--- src/gsr_pkg.sv ---
// Package for the Gardner timing recovery block: sizes, reset values,
// register indexes and the command/status structs between controller and datapath.
// No dependencies.
package gsr_pkg;

  localparam int TAPS_DEF   = 17;
  localparam int PHASES_DEF = 4;

  localparam int SMP_W      = 16;
  localparam int COEF_W     = 18;
  localparam int CIDX_W     = 10;
  localparam int CFG_IDX_W  = 2;
  localparam int CFG_DATA_W = 30;

  // register indexes
  localparam logic [CFG_IDX_W-1:0] CFG_CENTER = 2'd0;
  localparam logic [CFG_IDX_W-1:0] CFG_MAXDEV = 2'd1;
  localparam logic [CFG_IDX_W-1:0] CFG_PGAIN  = 2'd2;
  localparam logic [CFG_IDX_W-1:0] CFG_FGAIN  = 2'd3;

  localparam logic [29:0] CENTER_RST = 30'd134217728;
  localparam logic [28:0] MAXDEV_RST = 29'd524288;
  localparam logic [23:0] PGAIN_RST  = 24'd65536;
  localparam logic [23:0] FGAIN_RST  = 24'd256;

  localparam logic signed [31:0] Q29_ONE = 32'sh2000_0000;
  localparam logic signed [31:0] Q29_TWO = 32'sh4000_0000;

  // controller to datapath
  typedef struct packed {
    logic line_wr;
    logic coef_wr;
    logic add;
    logic clr;
    logic rd;
    logic mul;
    logic acc;
    logic rnd;
    logic mid_ld;
    logic err;
    logic gain;
    logic trm;
    logic upd;
    logic push;
    logic last;
    logic hold_ld;
  } gsr_cmd_t;

  // datapath to controller
  typedef struct packed {
    logic hit;
    logic slot;
    logic out_free;
    logic hold_v;
  } gsr_sts_t;

endpackage

--- src/gsr_ctrl.sv ---
// Controller: sequences sub-steps, the tap loop, the loop update and symbol delivery.
// Depends on gsr_pkg; drives gsr_datapath.
module gsr_ctrl import gsr_pkg::*; #(
  parameter int TAPS   = TAPS_DEF,
  parameter int PHASES = PHASES_DEF,
  localparam int BW    = (PHASES > 1) ? $clog2(PHASES) : 1
) (
  input  logic          clk_i,
  input  logic          rst_ni,
  input  logic          in_valid_i,
  input  logic          in_func_i,
  output logic          in_ready_o,
  input  gsr_sts_t      sts_i,
  output gsr_cmd_t      cmd_o,
  output logic [BW-1:0] bank_o
);

  localparam int CW = $clog2(TAPS + 2);

  localparam logic [3:0] S_IDLE = 4'd0;
  localparam logic [3:0] S_ADD  = 4'd1;
  localparam logic [3:0] S_CMP  = 4'd2;
  localparam logic [3:0] S_DOT  = 4'd3;
  localparam logic [3:0] S_RND  = 4'd4;
  localparam logic [3:0] S_SORT = 4'd5;
  localparam logic [3:0] S_GAIN = 4'd6;
  localparam logic [3:0] S_TRM  = 4'd7;
  localparam logic [3:0] S_UPD  = 4'd8;
  localparam logic [3:0] S_PUSH = 4'd9;
  localparam logic [3:0] S_NEXT = 4'd10;
  localparam logic [3:0] S_FIN  = 4'd11;

  logic [3:0]    state_q, state_d;
  logic [BW-1:0] step_q, step_d;
  logic [CW-1:0] cnt_q, cnt_d;

  assign bank_o     = BW'(PHASES - 1) - step_q;
  assign in_ready_o = (state_q == S_IDLE);

  // next state and commands
  always_comb begin
    state_d = state_q;
    step_d  = step_q;
    cnt_d   = cnt_q;
    cmd_o   = '0;
    unique case (state_q)
      S_IDLE: begin
        if (in_valid_i) begin
          if (in_func_i) cmd_o.coef_wr = 1'b1;
          else begin
            cmd_o.line_wr = 1'b1;
            step_d  = '0;
            state_d = S_ADD;
          end
        end
      end
      S_ADD: begin
        cmd_o.add = 1'b1;
        state_d   = S_CMP;
      end
      S_CMP: begin
        if (sts_i.hit) begin
          cmd_o.clr = 1'b1;
          cnt_d     = '0;
          state_d   = S_DOT;
        end else state_d = S_NEXT;
      end
      S_DOT: begin
        cmd_o.rd  = cnt_q < CW'(TAPS);
        cmd_o.mul = (cnt_q >= CW'(1)) && (cnt_q <= CW'(TAPS));
        cmd_o.acc = cnt_q >= CW'(2);
        cnt_d     = cnt_q + 1'b1;
        if (cnt_q == CW'(TAPS + 1)) state_d = S_RND;
      end
      S_RND: begin
        cmd_o.rnd = 1'b1;
        state_d   = S_SORT;
      end
      S_SORT: begin
        if (!sts_i.slot) begin
          cmd_o.mid_ld = 1'b1;
          state_d      = S_NEXT;
        end else begin
          cmd_o.err = 1'b1;
          state_d   = S_GAIN;
        end
      end
      S_GAIN: begin
        cmd_o.gain = 1'b1;
        state_d    = S_TRM;
      end
      S_TRM: begin
        cmd_o.trm = 1'b1;
        state_d   = S_UPD;
      end
      S_UPD: begin
        cmd_o.upd = 1'b1;
        state_d   = S_PUSH;
      end
      // release the held symbol as not last, then hold the new one
      S_PUSH: begin
        if (!sts_i.hold_v) begin
          cmd_o.hold_ld = 1'b1;
          state_d       = S_NEXT;
        end else if (sts_i.out_free) begin
          cmd_o.push    = 1'b1;
          cmd_o.hold_ld = 1'b1;
          state_d       = S_NEXT;
        end
      end
      S_NEXT: begin
        if (step_q == BW'(PHASES - 1)) state_d = S_FIN;
        else begin
          step_d  = step_q + 1'b1;
          state_d = S_ADD;
        end
      end
      // release the final symbol of this sample as last
      S_FIN: begin
        if (!sts_i.hold_v) state_d = S_IDLE;
        else if (sts_i.out_free) begin
          cmd_o.push = 1'b1;
          cmd_o.last = 1'b1;
          state_d    = S_IDLE;
        end
      end
      default: state_d = S_IDLE;
    endcase
  end

  always_ff @(posedge clk_i or negedge rst_ni) begin
    if (!rst_ni) begin
      state_q <= S_IDLE;
      step_q  <= '0;
      cnt_q   <= '0;
    end else begin
      state_q <= state_d;
      step_q  <= step_d;
      cnt_q   <= cnt_d;
    end
  end

endmodule

--- config.mk ---
export PLATFORM = sky130hd
export DESIGN_NAME = gsr_ctrl
export DESIGN_NICKNAME = d
export VERILOG_FILES = /design/src/gsr_pkg.sv /design/src/gsr_ctrl.sv
export SDC_FILE = /design/constraint.sdc
export NUM_CORES = 1
export LEC_CHECK = 0
export ABC_AREA = 1
export BUFFER_PORTS_ARGS = -buffer_cell sky130_fd_sc_hd__clkbuf_2
export CAP_MARGIN = 20
export CORE_AREA = 3 3 51 43
export DETAILED_ROUTE_END_ITERATION = 12
export DIE_AREA = 0 0 54 46
export PLACE_DENSITY = 0.71
export RECOVER_POWER = 50
export SLEW_MARGIN = 20
export SYNTH_ARGS = -nofsm -noshare
export SYNTH_HDL_FRONTEND = slang
export SYNTH_SLANG_ARGS = --single-unit
--- constraint.sdc ---
create_clock -name clk_i -period 1.5 [get_ports clk_i]
set_input_delay 0.3 -clock clk_i [delete_from_list [all_inputs] [get_ports clk_i]]
set_output_delay 0.3 -clock clk_i [all_outputs]
set_load 0.01 [all_outputs]
# Word-level counts from Yosys, hierarchy flattened
# Index checks and enable logic that the tools add are counted.
[totals]
register_bits = 11
out_inout_bits = 19
in_bits = 8
wordCells = 77
[op_classes]
mux = 40
n_lt_le_gt_ge = 4
n_addsub = 3
n_reduce_logical = 7
eq_ne = 20
[ops]
columns = ["cell", "n"]
rows = [
  ["$pmux 4 s12", 1],
  ["$mux 4", 10],
  ["$eq 4x3->1 const B", 4],
  ["$eq 4x4->1 const B", 4],
  ["$mux 1", 16],
  ["$mux 2", 8],
  ["$ne 2x2->1 const B", 5],
  ["$pmux 5 s2", 1],
  ["$eq 4x2->1 const B", 2],
  ["$ne 3x3->1 const B", 2],
  ["$add 5x1->5 const B", 1],
  ["$eq 5x5->1 const B", 1],
  ["$ge 5x1->1 const B", 1],
  ["$ge 5x2->1 const B", 1],
  ["$le 5x5->1 const B", 1],
  ["$lt 5x5->1 const B", 1],
  ["$mux 5", 1],
  ["$reduce_and 5->1", 1],
  ["$eq 4x1->1 const B", 1],
  ["$logic_not 4->1", 1],
  ["$pmux 2 s2", 1],
  ["$reduce_and 4->1", 1],
  ["$reduce_bool 2->1", 2],
  ["$mux 3", 1],
  ["6 further kinds", 6],
]

# Longest topological paths before layout
[logic_depth]
word_depth = 3
ltp_mapped = 8

# Least setup slack after synthesis
# Ideal clock, no wire load.
[synth_path]
path_type = "register to output"
startpoint = "register cnt_q[2]"
endpoint = "output port cmd_o[10] (netlist name)"
t_arrival_ns = 1.073
setup_slack_ns = 0.127
path_stages_with_launch = 5
cell_sequence = "dfrtp_1 nor2_1 nand3_1 xor2_1 a21oi_1"
[synth_rtl]
columns = ["element", "line_no", "text"]
rows = [
  ["start, declared", "gsr_ctrl.sv:35", "logic [CW-1:0] cnt_q, cnt_d;"],
  ["start signal, assigned", "gsr_ctrl.sv:139", "cnt_q <= cnt_d;"],
  ["end, declared", "gsr_ctrl.sv:14", "output gsr_cmd_t cmd_o,"],
]

==> metrics.txt <==
footprint of the multi-input gates 582 sq um; H-tree depth 1; sequential share of the synthesized area 0.329; Worst path slowest cell dfrtp_2; Syn Std Cell Area 837 sq um; vias in the first global route 1061; Worst setup EP type output pin; endpoints failing hold 0; number of buffers added on ports 26; Num CTS Buffers 3; Antenna Cells 0; max-cap violation count 0; Die Height 46 microns; Clk Latency, worst-skew pair 0.28 ns; total negative slack -2.43 ns; Post-Route WL 3.15 mm; global-route wire length before repair 4.73 mm; required time of the worst setup path 1.20 ns; Synth Register Bits 11; Total GRT Usage 0.272; root buffer cell clkbuf_4; via count 1131; Final #Nets 200; # IOs 27; Final Setup Violations 17; Seq. cell area 280 sq um; HPWL after DPL 1.73 mm; GRT overflow 0; commonest non-fill, non-tap cell in the layout buf_4; Die X 54 microns; die area 2480 sq um; Post-Syn Nets 138; drt pass-1 iters 4; syn avg cell area 6.64 sq um; Worst Path Buf+Inv 3; status complete, but fails checks; clock-pin slew of the registers on the worst-case setup and hold paths 0.08 ns; Tot Pwr 0.00280 W; hold slack 0.406 ns; Netlist cell types 20; predominant post-synthesis flop cell dfrtp_1; Max VDD drop 1290 uV; commonest cells after routing, fill and taps aside buf_4, nand2_1, inv_1; Fmax achieved 0.575 GHz; worst path arrival time 1.44 ns; largest net degree at the start of global routing 12; Fin Clk Skew 0.00510 ns; DR vias/cell 5.41; Post-Synthesis Cells 126; final worst slack -0.240 ns; DR WL/cell 15.1 microns; Crit path max-delay family flip-flops; crit path time final 1.74 ns; PwrDens 1980 nW/um^2; Final Wtd Congestion 0.842; Final period util 1.16; Clock Sink Count 11; Area after DPL 1050 sq um; Worst Setup Start Kind register; clock tree buffer depth 2; crit path kind reg -> out; DR iter-0 viols 53; CP max FO 3; number of enable flip-flop cells after synthesis 0; unrepaired setup endpoints after global routing true; max_slew headroom 0.579; failing checks negative setup slack; leak pwr 0.769 nW; layout cells sized above 1 0.535; worst-path cell chain inv_4 -> nand2_4 -> nor2_4 -> inv_2 -> a21oi_1 -> buf_2; max incr delay on CP 0.47 ns; initial antenna violation count 0; DRC Markers 0; number of fill cells 92; Std-Cell Core Area 1680 sq um; Initial Util 0.500; HP Class in -> reg; TritonCTS clock tree yes; area grow syn2layout 68.3%; ys async rst share 1.00; synth warn 0; final instance area 1410 sq um; Pins Over Slew Limit 0; antenna viol nets, final 0; Rows 13; Worst-Margin Slew 0.632 ns
cell usage after synthesis, types with 3 or more instances:
cell type / n / area [sq um]
o21ai_1: 4 / 20.0
nor2_2: 3 / 18.8
ha_1: 4 / 50.1
o22ai_1: 3 / 18.8
dfrtp_1: 11 / 275
inv_1: 22 / 82.6
nand2_1: 27 / 101
inv_2: 4 / 15.0
o21ai_0: 5 / 25.0
nor2_1: 18 / 67.6
xor2_1: 3 / 26.3
nand3_1: 10 / 50.1
flip-flops by register name, summed over array words and instances (netlist names):
register and cells:
cnt_q 5, state_q 4, step_q 2
cells by family after synthesis:
| group | Yosys count | share of synthesized area |
|---|---|---|
| compound gates | 16 | 0.106 |
| xor+xnor | 3 | 0.0314 |
| fa+ha+maj | 4 | 0.0598 |
| buf+inv | 26 | 0.117 |
| flops | 11 | 0.329 |
| mux | 1 | 0.0120 |
| simple gates | 65 | 0.345 |
timing repair:
action,CTS,global route
pin swaps,9,13
setup buffers,16,7
setup endpoints to repair,17,23
gates resized for setup,25,39
hold buffers,1,0
endpoints found under the hold margin,11,0
power by group:
group	leakage [nW]	switching [W]	internal, W	total [W]
logic	0.614	0.00108	0.000913	0.00200
registers	0.140	0.000162	0.000419	0.000581
clock network	0.0150	0.000115	0.000103	0.000218
total	0.769	0.00136	0.00144	0.00280
per-layer routing:
layer	share of wire	global-route usage	routed length (microns)	vias to the layer above
met4	0.035	0.134	109	0
met2	0.47	0.442	1480	84
met1	0.40	0.317	1250	512
met5	0	0	0	-
li1	-	-	-	519
met3	0.10	0.0984	319	16
worst register-to-register path, delay by kind of cell, from the launching register on:
| kind | cells | cell delay (ns) |
|---|---|---|
| AO/OA/AOI/OAI | 1 | 0.10 |
| AND/OR/NAND/NOR | 4 | 0.40 |
| buffers and inverters | 3 | 0.38 |
| flip-flops | 1 | 0.47 |
per-stage QoR:
stage,instances,worst slack [ns],util
6_report,209,-0.240,0.841
5_1_grt,209,-0.290,0.841
4_1_cts,202,-0.159,0.761
3_5_place_dp,181,0.0390,0.625
3_3_place_gp,181,0.0640,0.625
2_1_floorplan,126,0.127,-
final timing paths:
check	startpoint	cells past startpoint	to	slack (ns)
setup / recovery	state_q[2]$_DFFE_PN0P_	6	cmd_o[11]	-0.24
hold / removal	in_func_i	3	step_q[1]$_DFFE_PN0P_	0.41
setup reg to reg	state_q[2]$_DFFE_PN0P_	8	cnt_q[1]$_DFFE_PN0P_	0.03
hold reg to reg	step_q[1]$_DFFE_PN0P_	2	step_q[1]$_DFFE_PN0P_	0.55
max in group asynchronous	rst_ni	2	state_q[1]$_DFFE_PN0P_	0.52
min in group asynchronous	rst_ni	2	cnt_q[0]$_DFFE_PN0P_	0.53
cell type report:
type	instances	share of cell area
repair buffers	57	0.275
inverters	26	0.0746
flip-flops and latches	11	0.199
multi-input cells	89	0.413
clock buffers	4	0.0187
well taps	22	0.0195
Power figures use the tool's default switching activity.
